==> src/cdas_pkg.sv <==
// types, constants and calendar helpers for the date add/subtract block
`default_nettype none
package cdas_pkg;

	localparam int DAY_W    = 5;
	localparam int MONTH_W  = 4;
	localparam int YEAR_W   = 14;
	localparam int DOY_W    = 9;
	localparam int KQ_W     = 11;  // signed day count before year normalization
	localparam int CENT_Q_W = 8;   // year / 100
	localparam int CENT_R_W = 7;   // year % 100

	localparam logic [DOY_W-1:0]   DAYS_YEAR = 9'd365;
	localparam logic [YEAR_W-1:0]  YEAR_MAX  = 14'd9999;
	localparam logic [MONTH_W-1:0] MON_JAN   = 4'd1;
	localparam logic [MONTH_W-1:0] MON_FEB   = 4'd2;
	localparam logic [MONTH_W-1:0] MON_DEC   = 4'd12;

	// year / 100 as (year * RECIP_100) >> RECIP_SHIFT, exact for 14-bit years
	localparam logic [12:0] RECIP_100   = 13'd5243;
	localparam int          RECIP_SHIFT = 19;
	localparam logic [CENT_R_W-1:0] CENTURY = 7'd100;

	typedef enum logic {
		REQ_ADD = 1'b0,
		REQ_SUB = 1'b1
	} req_t;

	// days in the months before month m (1..12), february grows in leap years
	function automatic logic [DOY_W-1:0] cum_before(input logic [MONTH_W-1:0] m,
			input logic leap);
		logic [DOY_W-1:0] base;
		begin
			case (m)
				4'd1:    base = 9'd0;
				4'd2:    base = 9'd31;
				4'd3:    base = 9'd59;
				4'd4:    base = 9'd90;
				4'd5:    base = 9'd120;
				4'd6:    base = 9'd151;
				4'd7:    base = 9'd181;
				4'd8:    base = 9'd212;
				4'd9:    base = 9'd243;
				4'd10:   base = 9'd273;
				4'd11:   base = 9'd304;
				4'd12:   base = 9'd334;
				default: base = 9'd0;
			endcase
			cum_before = base + ((leap && m > MON_FEB) ? 9'd1 : 9'd0);
		end
	endfunction

endpackage
`default_nettype wire

==> src/calendar_date_add_subtract.sv <==
// top level of the gregorian date add/subtract pipeline
`default_nettype none
// Adds or subtracts 0..511 days to a Gregorian date and returns the new date,
// together with the day of year and leap flag of the input date. The block is
// a six-stage pipeline with no state between transactions: it takes one
// transaction per clock when the output side does not stall. Stage 1 finds
// the century of the year with a reciprocal multiply and looks up the days
// before the (clamped) month; stage 2 derives the century remainder, then the
// leap flags of the input year and its two neighbors on each side; stage 3
// forms the day of year and the signed day count; stage 4 carries or borrows
// up to two whole years; stage 5 finds the result month; stage 6 is the output
// register, which subtracts the month start and applies the range check. Each
// stage holds its transaction while the next one is full and stalled, and
// fills a bubble even when the output stalls, so nothing is dropped or
// repeated. A result year outside 1..9999 raises the range error flag in
// m_axis_tuser and the date fields then echo the input day, month and year as
// received. Month 0 is treated as january and months above 12 as december for
// the arithmetic. There is no configuration.
module calendar_date_add_subtract
	import cdas_pkg::*;
(
	input  wire logic        clk,
	input  wire logic        arst_n,
	input  wire logic        s_axis_tvalid,
	output logic             s_axis_tready,
	input  wire logic [31:0] s_axis_tdata,   // day[4:0], month[8:5], year[22:9], offset[31:23]
	input  wire logic        s_axis_tuser,   // req_type
	output logic             m_axis_tvalid,
	input  wire logic        m_axis_tready,
	output logic [39:0]      m_axis_tdata,   // res_day[4:0], res_month[8:5], res_year[22:9],
	                                         // in_day_of_year[31:23], in_is_leap[32], zeros
	output logic             m_axis_tuser    // range_error
);

	// stage enables: a stage loads when it is empty or its successor moves
	logic en_s1, en_s2, en_s3, en_s4, en_s5, en_s6;
	logic v_s1, v_s2, v_s3, v_s4, v_s5, v_s6;

	assign en_s6 = !v_s6 || m_axis_tready;
	assign en_s5 = !v_s5 || en_s6;
	assign en_s4 = !v_s4 || en_s5;
	assign en_s3 = !v_s3 || en_s4;
	assign en_s2 = !v_s2 || en_s3;
	assign en_s1 = !v_s1 || en_s2;
	assign s_axis_tready = en_s1;

	always_ff @(posedge clk or negedge arst_n) begin
		if (!arst_n) begin
			v_s1 <= 1'b0;
			v_s2 <= 1'b0;
			v_s3 <= 1'b0;
			v_s4 <= 1'b0;
			v_s5 <= 1'b0;
			v_s6 <= 1'b0;
		end else begin
			if (en_s1) v_s1 <= s_axis_tvalid;
			if (en_s2) v_s2 <= v_s1;
			if (en_s3) v_s3 <= v_s2;
			if (en_s4) v_s4 <= v_s3;
			if (en_s5) v_s5 <= v_s4;
			if (en_s6) v_s6 <= v_s5;
		end
	end

	// ---------------- stage 1: unpack, century split, month table ----------------
	logic [DAY_W-1:0]   in_day;
	logic [MONTH_W-1:0] in_month, month_c;
	logic [YEAR_W-1:0]  in_year;
	logic [DOY_W-1:0]   in_off;
	logic [26:0]        recip_prod;

	assign in_day   = s_axis_tdata[4:0];
	assign in_month = s_axis_tdata[8:5];
	assign in_year  = s_axis_tdata[22:9];
	assign in_off   = s_axis_tdata[31:23];

	always_comb begin
		if (in_month < MON_JAN)
			month_c = MON_JAN;
		else if (in_month > MON_DEC)
			month_c = MON_DEC;
		else
			month_c = in_month;
	end

	assign recip_prod = 27'(in_year) * 27'(RECIP_100);

	logic               req_s1;
	logic [DAY_W-1:0]   day_s1;
	logic [MONTH_W-1:0] month_s1;
	logic [YEAR_W-1:0]  year_s1;
	logic [DOY_W-1:0]   off_s1;
	logic [CENT_Q_W-1:0] cq_s1;
	logic [DOY_W-1:0]   cum_s1;
	logic               feb_s1;

	always_ff @(posedge clk) begin
		if (en_s1) begin
			req_s1   <= s_axis_tuser;
			day_s1   <= in_day;
			month_s1 <= in_month;
			year_s1  <= in_year;
			off_s1   <= in_off;
			cq_s1    <= recip_prod[RECIP_SHIFT +: CENT_Q_W];
			cum_s1   <= cum_before(month_c, 1'b0);
			feb_s1   <= month_c > MON_FEB;
		end
	end

	// ---------------- stage 2: leap flags for year-2 .. year+2 ----------------
	logic [14:0]         cent_prod;
	logic [CENT_R_W-1:0] cr;
	logic [4:0]          leap_n;   // bit k is the leap flag of year + k - 2
	logic [CENT_Q_W-1:0] cq_inc;

	assign cent_prod = 15'(cq_s1) * 15'(CENTURY);
	assign cr        = CENT_R_W'(15'(year_s1) - cent_prod);
	assign cq_inc    = cq_s1 + 8'd1;

	always_comb begin
		logic signed [7:0] s;
		logic [1:0]        lo;
		logic              div100, div400;
		for (int k = 0; k < 5; k++) begin
			s  = $signed({1'b0, cr}) + 8'(k - 2);
			lo = year_s1[1:0] + 2'(k - 2);
			// the remainder reaching 0 or 100 marks a whole century
			div100 = (s == 8'sd0) || (s == 8'sd100);
			div400 = (s == 8'sd0) ? (cq_s1[1:0] == 2'd0) : (cq_inc[1:0] == 2'd0);
			leap_n[k] = (lo == 2'd0) && (!div100 || div400);
		end
	end

	logic               req_s2;
	logic [DAY_W-1:0]   day_s2;
	logic [MONTH_W-1:0] month_s2;
	logic [YEAR_W-1:0]  year_s2;
	logic [DOY_W-1:0]   off_s2;
	logic [DOY_W-1:0]   cum_s2;
	logic               feb_s2;
	logic [4:0]         leap_s2;

	always_ff @(posedge clk) begin
		if (en_s2) begin
			req_s2   <= req_s1;
			day_s2   <= day_s1;
			month_s2 <= month_s1;
			year_s2  <= year_s1;
			off_s2   <= off_s1;
			cum_s2   <= cum_s1;
			feb_s2   <= feb_s1;
			leap_s2  <= leap_n;
		end
	end

	// ---------------- stage 3: day of year and signed day count ----------------
	logic [DOY_W-1:0]       doy;
	logic signed [KQ_W-1:0] kq;

	assign doy = 9'(day_s2) + cum_s2 + ((leap_s2[2] && feb_s2) ? 9'd1 : 9'd0);
	assign kq  = (req_t'(req_s2) == REQ_SUB) ?
		$signed({2'b00, doy}) - $signed({2'b00, off_s2}) :
		$signed({2'b00, doy}) + $signed({2'b00, off_s2});

	logic [DAY_W-1:0]       day_s3;
	logic [MONTH_W-1:0]     month_s3;
	logic [YEAR_W-1:0]      year_s3;
	logic [DOY_W-1:0]       doy_s3;
	logic signed [KQ_W-1:0] kq_s3;
	logic [4:0]             leap_s3;

	always_ff @(posedge clk) begin
		if (en_s3) begin
			day_s3   <= day_s2;
			month_s3 <= month_s2;
			year_s3  <= year_s2;
			doy_s3   <= doy;
			kq_s3    <= kq;
			leap_s3  <= leap_s2;
		end
	end

	// ---------------- stage 4: carry or borrow whole years ----------------
	logic signed [KQ_W-1:0] len_m2, len_m1, len_0, len_p1;
	logic signed [KQ_W-1:0] kc1, kc2, kb1, kb2;
	logic                   c1, c2, b1, b2;
	logic signed [KQ_W-1:0] kq_n;
	logic signed [2:0]      yoff;
	logic                   rl;
	logic [15:0]            y_n;
	logic                   err_n;

	assign len_m2 = $signed({2'b00, DAYS_YEAR}) + (leap_s3[0] ? 11'sd1 : 11'sd0);
	assign len_m1 = $signed({2'b00, DAYS_YEAR}) + (leap_s3[1] ? 11'sd1 : 11'sd0);
	assign len_0  = $signed({2'b00, DAYS_YEAR}) + (leap_s3[2] ? 11'sd1 : 11'sd0);
	assign len_p1 = $signed({2'b00, DAYS_YEAR}) + (leap_s3[3] ? 11'sd1 : 11'sd0);

	assign c1  = kq_s3 > len_0;
	assign kc1 = kq_s3 - len_0;
	assign c2  = c1 && (kc1 > len_p1);
	assign kc2 = kc1 - len_p1;
	assign b1  = kq_s3 < 11'sd1;
	assign kb1 = kq_s3 + len_m1;
	assign b2  = b1 && (kb1 < 11'sd1);
	assign kb2 = kb1 + len_m2;

	always_comb begin
		if (c2) begin
			kq_n = kc2; yoff = 3'sd2;  rl = leap_s3[4];
		end else if (c1) begin
			kq_n = kc1; yoff = 3'sd1;  rl = leap_s3[3];
		end else if (b2) begin
			kq_n = kb2; yoff = -3'sd2; rl = leap_s3[0];
		end else if (b1) begin
			kq_n = kb1; yoff = -3'sd1; rl = leap_s3[1];
		end else begin
			kq_n = kq_s3; yoff = 3'sd0; rl = leap_s3[2];
		end
	end

	// result year as a 16-bit two's complement value, negative below year 0
	assign y_n   = {2'b00, year_s3} + {{13{yoff[2]}}, yoff};
	assign err_n = y_n[15] || (y_n == 16'd0) || (y_n > {2'b00, YEAR_MAX});

	logic [DAY_W-1:0]   day_s4;
	logic [MONTH_W-1:0] month_s4;
	logic [YEAR_W-1:0]  year_s4;
	logic [DOY_W-1:0]   doy_s4;
	logic               inleap_s4;
	logic [DOY_W-1:0]   rem_s4;
	logic               rl_s4;
	logic [YEAR_W-1:0]  ry_s4;
	logic               err_s4;

	always_ff @(posedge clk) begin
		if (en_s4) begin
			day_s4    <= day_s3;
			month_s4  <= month_s3;
			year_s4   <= year_s3;
			doy_s4    <= doy_s3;
			inleap_s4 <= leap_s3[2];
			rem_s4    <= kq_n[DOY_W-1:0];
			rl_s4     <= rl;
			ry_s4     <= y_n[YEAR_W-1:0];
			err_s4    <= err_n;
		end
	end

	// ---------------- stage 5: result month ----------------
	logic [MONTH_W-1:0] rmon;

	// the month ends form a rising threshold list, the last one passed wins
	always_comb begin
		rmon = MON_JAN;
		for (int k = 1; k < 12; k++) begin
			if (rem_s4 > cum_before(MONTH_W'(k + 1), rl_s4))
				rmon = MONTH_W'(k + 1);
		end
	end

	logic [DAY_W-1:0]   day_s5;
	logic [MONTH_W-1:0] month_s5;
	logic [YEAR_W-1:0]  year_s5;
	logic [DOY_W-1:0]   doy_s5;
	logic               inleap_s5;
	logic [DOY_W-1:0]   rem_s5;
	logic [DOY_W-1:0]   mstart_s5;
	logic [MONTH_W-1:0] rmon_s5;
	logic [YEAR_W-1:0]  ry_s5;
	logic               err_s5;

	always_ff @(posedge clk) begin
		if (en_s5) begin
			day_s5    <= day_s4;
			month_s5  <= month_s4;
			year_s5   <= year_s4;
			doy_s5    <= doy_s4;
			inleap_s5 <= inleap_s4;
			rem_s5    <= rem_s4;
			mstart_s5 <= cum_before(rmon, rl_s4);
			rmon_s5   <= rmon;
			ry_s5     <= ry_s4;
			err_s5    <= err_s4;
		end
	end

	// ---------------- stage 6: output register ----------------
	logic [DOY_W-1:0]   rday_full;
	logic [DAY_W-1:0]   rday_s6;
	logic [MONTH_W-1:0] rmon_s6;
	logic [YEAR_W-1:0]  ryear_s6;
	logic [DOY_W-1:0]   doy_s6;
	logic               inleap_s6;
	logic               err_s6;

	assign rday_full = rem_s5 - mstart_s5;

	always_ff @(posedge clk) begin
		if (en_s6) begin
			// out of range: echo the input date exactly as received
			rday_s6   <= err_s5 ? day_s5   : rday_full[DAY_W-1:0];
			rmon_s6   <= err_s5 ? month_s5 : rmon_s5;
			ryear_s6  <= err_s5 ? year_s5  : ry_s5;
			doy_s6    <= doy_s5;
			inleap_s6 <= inleap_s5;
			err_s6    <= err_s5;
		end
	end

	assign m_axis_tvalid = v_s6;
	assign m_axis_tdata  = {7'd0, inleap_s6, doy_s6, ryear_s6, rmon_s6, rday_s6};
	assign m_axis_tuser  = err_s6;

endmodule
`default_nettype wire

==> config.mk <==
export PLATFORM = sky130hd
export DESIGN_NAME = calendar_date_add_subtract
export DESIGN_NICKNAME = d
export VERILOG_FILES = /design/src/cdas_pkg.sv /design/src/calendar_date_add_subtract.sv
export SDC_FILE = /design/constraint.sdc
export NUM_CORES = 1
export LEC_CHECK = 0
export ABC_CLOCK_PERIOD_IN_PS = 13400
export BUFFER_PORTS_ARGS = -buffer_cell sky130_fd_sc_hd__buf_2
export CORE_MARGIN = 3
export CORE_UTILIZATION = 68
export CTS_BUF_LIST = sky130_fd_sc_hd__clkbuf_4 sky130_fd_sc_hd__clkbuf_8
export CTS_CLUSTER_DIAMETER = 40
export DETAILED_ROUTE_END_ITERATION = 10
export PLACE_DENSITY = 0.87
export SLEW_MARGIN = 20
export SYNTH_ARGS = -nofsm -noshare
export SYNTH_HDL_FRONTEND = slang
export SYNTH_SLANG_ARGS = --single-unit
==> constraint.sdc <==
create_clock -name clk -period 13.4 [get_ports clk]
set_clock_uncertainty 0.1 [all_clocks]
set_input_delay 2.01 -clock clk [delete_from_list [all_inputs] [get_ports clk]]
set_output_delay 2.01 -clock clk [all_outputs]
set_load 0.005 [all_outputs]
Yosys cells after proc, flatten, opt, wreduce, memory -nomap -nowiden
Memory sizes are Yosys's and may differ from the RTL's. A register that Yosys moved wholly into a read port is not among the register bits.
Cells that the tools add are included.

storage, ports and cells
  memory bits (read-only) = 288
  input bits = 37
  bits in registers = 298
  memories = 2
  output and inout bits = 43

operators by class
  reductions and logical operators = 50
  magnitude comparators = 20
  muxes and demuxes = 42
  equal/unequal tests = 5
  multiply operators = 2
  $add $sub $neg = 34

memories
  memory            depth  bits a word  rd ports  clocked after Yosys merged registers in  wr ports  RTL line        text
  (name not given)  16     9            1         0                                        0         cdas_pkg.sv:34  case (m)
  (name not given)  16     9            1         1                                        0         cdas_pkg.sv:34

operators with widths
  cell                                                  count
  > comparator 9 bit                                    10
  two-way mux 4 bit                                     13
  logical NOT 8 bit                                     5
  adder 8 x 9 -> 9 bit, first input constant            4
  two-way mux 9 bit                                     4
  equality test 8 bit, second input constant            4
  adder 9 x 1 -> 10 bit, first input constant           3
  multiplier 14 x 13 -> 27 bit, second input constant   1
  > comparator 11 bit                                   2
  < comparator 11 x 2 -> 1 bit, second input constant   2
  adder 7 x 9 -> 9 bit, first input constant            2
  adder 9 x 1 -> 9 bit, first input constant            2
  adder 9 bit, first input constant                     2
  logical OR 1 bit                                      18
  adder 15 x 3 -> 16 bit                                1
  > comparator 16 x 14 -> 1 bit, second input constant  1
  logical NOT 16 bit                                    1
  two-way mux 1 bit                                     16
  two-way mux 14 bit                                    1
  logical NOT 2 bit                                     6
  two-way mux 3 bit                                     4
  adder 11 bit                                          1
  logical NOT 1 bit                                     11
  two-way mux 11 bit                                    1
  26 further kinds                                      38

Logic depth before layout (Yosys ltp)
  depth after elaboration = 17
  depth in mapped cells = 24
  gate-level depth less buffers = 23

Worst setup path after synthesis
Ideal clock, no wire load.

  path type = input to output
  start = input m_axis_tready
  end = output s_axis_tready
  data required time = 11290 ps
  cell stages on the path = 4
  slack = 5887 ps
  arrival time = 5403 ps
  cell sequence = nor2b_1 nand3_1 nor2_1 nand3_1

on the way
  word-level cells in the longest chain between the ends = 6

ends and longest elaborated chain
  what                RTL line                          text
  start: declaration  calendar_date_add_subtract.sv:29  input wire logic m_axis_tready,
  logical OR 1 bit    calendar_date_add_subtract.sv:39  assign en_s6 = !v_s6 || m_axis_tready;
  logical OR 1 bit    calendar_date_add_subtract.sv:40  assign en_s5 = !v_s5 || en_s6;
  logical OR 1 bit    calendar_date_add_subtract.sv:41  assign en_s4 = !v_s4 || en_s5;
  named net en_s4     calendar_date_add_subtract.sv:36  logic en_s1, en_s2, en_s3, en_s4, en_s5, en_s6;
  logical OR 1 bit    calendar_date_add_subtract.sv:42  assign en_s3 = !v_s3 || en_s4;
  logical OR 1 bit    calendar_date_add_subtract.sv:43  assign en_s2 = !v_s2 || en_s3;
  logical OR 1 bit    calendar_date_add_subtract.sv:44  assign en_s1 = !v_s1 || en_s2;
  end: declaration    calendar_date_add_subtract.sv:25  output logic s_axis_tready,

The timed path passes the listed nets, and every way through them passes these cells.

Worst setup path after layout
  start = input s_axis_tdata[17]
  end = register cq_s1[4] (data pin)

on the way
  word-level cells in the longest chain between the ends = 1

ends and longest elaborated chain
  what                          RTL line                           text
  start: declaration            calendar_date_add_subtract.sv:26   input wire logic [31:0] s_axis_tdata,
  multiplier 14 x 13 -> 27 bit  calendar_date_add_subtract.sv:86   assign recip_prod = 27'(in_year) * 27'(RECIP_100);
  named net recip_prod[23]      calendar_date_add_subtract.sv:70   logic [26:0] recip_prod;
  end signal: assignment        calendar_date_add_subtract.sv:104  cq_s1 <= recip_prod[RECIP_SHIFT +: CENT_Q_W];
  end: declaration              calendar_date_add_subtract.sv:93   logic [CENT_Q_W-1:0] cq_s1;

The timed path passes the listed nets, and every way through them passes these cells.
A chain may end at the register's enable or synchronous reset.

==> results.py <==
metrics = {
    "status": {
        "status": "finished, final reports clean",
    },
    "pwr": {
        "totalPowerFinal_mw": 4.62,
        "p_clk_share_pct": 17.5,
        "p_comb_share_pct": 46.9,
        "p_leak_nw": 8.08,
        "power.density_mw_per_mm2": 244,
        "p_sw_share_pct": 38.9,
        "switching_power_mw": 1.80,
        "peakVddDrop_uv": 133,
        "power_frac_seq_pct": 35.7,
        "intPower_mw": 2.82,
    },
    "sta": {
        "min_period_ns": 6.83,
        "tightestPinTransition_ns": 1.01,
        "slew_headroom_pct": 32.6,
        "hold_viol": 0,
        "fmax_ghz": 0.146,
        "rsz0062_at_grt": "no",
        "setup_viol": 0,
        "finalMaxSlewViolations": 0,
        "finalSetupTns_ns": 0,
        "period_share_pct": 51.0,
    },
    "setup_path": {
        "worst-path-stages": 19,
        "start_kind": "input port",
        "crit_buf_inv": 5,
        "crit_start": "s_axis_tdata[17]",
        "required_ns": 13.62,
        "arrival_ns": 7.06,
        "rr_startpoint": "leap_s3[2]",
        "crit_path_max_incr_delay_ns": 0.56,
        "cp-endpoint": "cq_s1[4]",
        "r2r_slack_ns": 6.79,
        "path_max_fanout": 7,
        "rr_endpoint": "err_s4",
        "cp_top_family": "adder cells",
        "crit_chain": "buf_2 -> ha_1 -> inv_1 -> fa_1 -> inv_1 -> fa_1 -> inv_1 -> fa_1 -> fa_1 -> inv_1 -> ha_1 -> or4_1 -> o2111ai_1 -> nor3_1 -> a221oi_1 -> o21ai_0 -> o21a_1 -> nor2_1 -> xnor2_1",
        "end_kind": "flip-flop",
        "slowest_stage": "fa_1",
        "r2r_cells": 23,
        "crit_type": "in -> reg",
    },
    "synth": {
        "syn_area_sq_mm": 0.0173,
        "syn-instance-count": 1343,
        "ys_warn_count": 0,
        "ys_seq_area_share_pct": 52.6,
        "syn_avg_cell_area_sq_um": 12.9,
        "async_flop_share_pct": 1.97,
        "synth_edf_count": 298,
        "synth_cell_types": 79,
        "synth-main-ff-cell": "edfxtp_1",
        "ys_ff_latch": 304,
    },
    "final_layout": {
        "syn_to_final_growth_pct": 9.60,
        "design_area_sq_mm": 0.0189,
        "nets": 1715,
        "drive_above_1_share_pct": 13.6,
        "antenna_cells": 0,
    },
    "global_routing": {
        "overflow": 0,
        "grtUsageMet2_pct": 40.6,
        "antenna_found_initial": 0,
        "grt_pass1_wl_um": 51700,
        "use_met1_pct": 32.1,
        "grt_pass1_vias": 10611,
        "grt_usage_pct": 24.1,
        "use_met3_pct": 4.34,
        "grt_max_degree": 64,
        "grt_busiest_layer": "met2",
    },
    "placed_design": {
        "dp_hpwl_um": 22800,
        "placed_area_sq_mm": 0.0179,
        "gp_congestion": 0.913,
        "port_buffers": 72,
    },
    "die": {
        "boundaryPins": 80,
        "die_h_um": 165,
        "coreArea_sq_mm": 0.0247,
        "start_util_pct": 70.0,
        "dieArea_sq_mm": 0.0274,
        "rows": 57,
        "die_x_um": 165,
    },
    "cts": {
        "clock_latency_ns": 0.58,
        "hold_buffers": 0,
        "cts_tree": "built",
        "htreeDepth": 2,
        "cts_resized": 0,
        "cts.path.max_buffers": 3,
        "post_cts_buffers": 0,
        "cts_buffers": 47,
        "clk_pin_slew_ns": 0.07,
        "clockRootBuffer": "clkbuf_8",
        "cts_sinks": 304,
    },
    "routing": {
        "drc_errors": 0,
        "initialDrtViolationCount": 983,
        "vias": 10568,
        "antenna_left": 0,
        "via_per_inst": 5.88,
        "routed_wl_um": 31600,
        "drt-pass1-iter-count": 7,
        "wire_per_inst_um": 17.6,
    },
    "min_path": {
        "hp-class": "reg -> reg",
    },
    "run": {
        "cap_violations": 0,
    },
}
==> placed cells by master (no fill, tap or decap), types with 14 or more instances in the layout <==
cell / instances
mux2_2: 22
nand2b_1: 18
buf_2: 72
nor2_1: 59
edfxtp_1: 298
a21o_1: 25
xnor2_1: 45
o21ai_0: 48
inv_1: 193
nand2_1: 48
a21oi_1: 53
fa_1: 72
clkbuf_8: 49
clkbuf_4: 17
xor2_1: 21
nor2b_1: 20
ha_1: 166
a211oi_1: 16
nor4_1: 14
==> per-stage QoR <==
step / setup slack (ns) / instances / utilization, % / hold WS, ns
after detailed placement: 6.07 / 1715 / 72.7 / 0.305
after global placement: 6.30 / 1715 / 72.7 / 0.300
after CTS: 6.59 / 1797 / 76.7 / 0.306
final: 6.57 / 1797 / 76.8 / 0.308
after global routing: 6.20 / 1797 / 76.8 / 0.318
after floorplan: 5.89 / 1349 / - / 0.300
==> metal layers <==
layer  vias to the layer above  part of all wire [%]
li1                       4988                     -
met1                      5072                    41
met2                       432                    50
met3                        76                   7.0
met4                         0                   2.5
met5                         -                     0
==> logic make-up after synthesis <==
| kind of cell | Yosys count | synth area share (%) |
|---|---|---|
| simple gates | 225 | 6.58 |
| mux | 34 | 2.16 |
| fa+ha+maj | 238 | 20.4 |
| xor+xnor | 66 | 3.34 |
| other cells | 1 | 0.0217 |
| compound gates | 244 | 9.58 |
| flops | 304 | 52.6 |
| buf+inv | 231 | 5.31 |
==> registers in the layout, summed over array words and instances, names as in the netlist, 9 cells and up <==
name      flops
cum_s1        9
cum_s2        9
doy_s3        9
doy_s4        9
doy_s5        9
doy_s6        9
kq_s3        11
off_s1        9
off_s2        9
rem_s4        9
ry_s4        14
ry_s5        14
ryear_s6     14
year_s1      14
year_s2      14
year_s3      14
year_s4      14
year_s5      14
==> synthesized netlist by cell type (10+ instances only) <==
master | instances | area, sq um
edfxtp_1 | 298 | 8950
inv_1 | 194 | 728
ha_1 | 166 | 2080
fa_1 | 72 | 1440
nor2_1 | 59 | 221
a21oi_1 | 53 | 265
nand2_1 | 50 | 188
o21ai_0 | 48 | 240
xnor2_1 | 45 | 394
a21o_1 | 25 | 188
mux2_2 | 22 | 248
xor2_1 | 21 | 184
nor2b_1 | 20 | 125
clkbuf_1 | 19 | 71.3
nand2b_1 | 18 | 113
a211oi_1 | 16 | 120
nand3_1 | 14 | 70.1
nor4_1 | 14 | 87.6
a31oi_1 | 12 | 75.1
nor3_1 | 12 | 60.1
mux2i_1 | 11 | 110
o21bai_1 | 11 | 82.6
buf_4 | 10 | 75.1
o211ai_1 | 10 | 75.1
==> final cells by class <==
cell class	instances	area, sq um
clock buffer	66	802
multi-input combinational	814	7310
fill	1507	5730
tap	324	405
inverter	195	732
timing repair buffer	78	405
sequential	304	9100
clock inverter	16	190
==> worst min-delay path by stage <==
stage                 end  startpoint  slack, ns  cells after the start
2_1_floorplan   cum_s2[0]   cum_s1[0]       0.30                      0
3_3_place_gp   year_s3[0]  year_s2[0]       0.30                      0
3_5_place_dp    cum_s2[1]   cum_s1[1]       0.30                      0
4_1_cts        leap_s3[3]  leap_s2[3]       0.31                      0
5_1_grt        leap_s3[3]  leap_s2[3]       0.32                      0
6_report       year_s5[2]  year_s4[2]       0.31                      0
==> power groups by stage <==
| stage | sequential (mW) | clock [mW] | combinational [mW] |
|---|---|---|---|
| 2_1_floorplan | 1.54 | 0 | 1.69 |
| 3_3_place_gp | 1.65 | 0 | 2.02 |
| 3_5_place_dp | 1.66 | 0 | 2.11 |
| 4_1_cts | 1.65 | 0.821 | 2.15 |
| 5_1_grt | 1.68 | 0.869 | 2.42 |
| 6_report | 1.65 | 0.806 | 2.17 |
(Power assumes the default switching activity.)
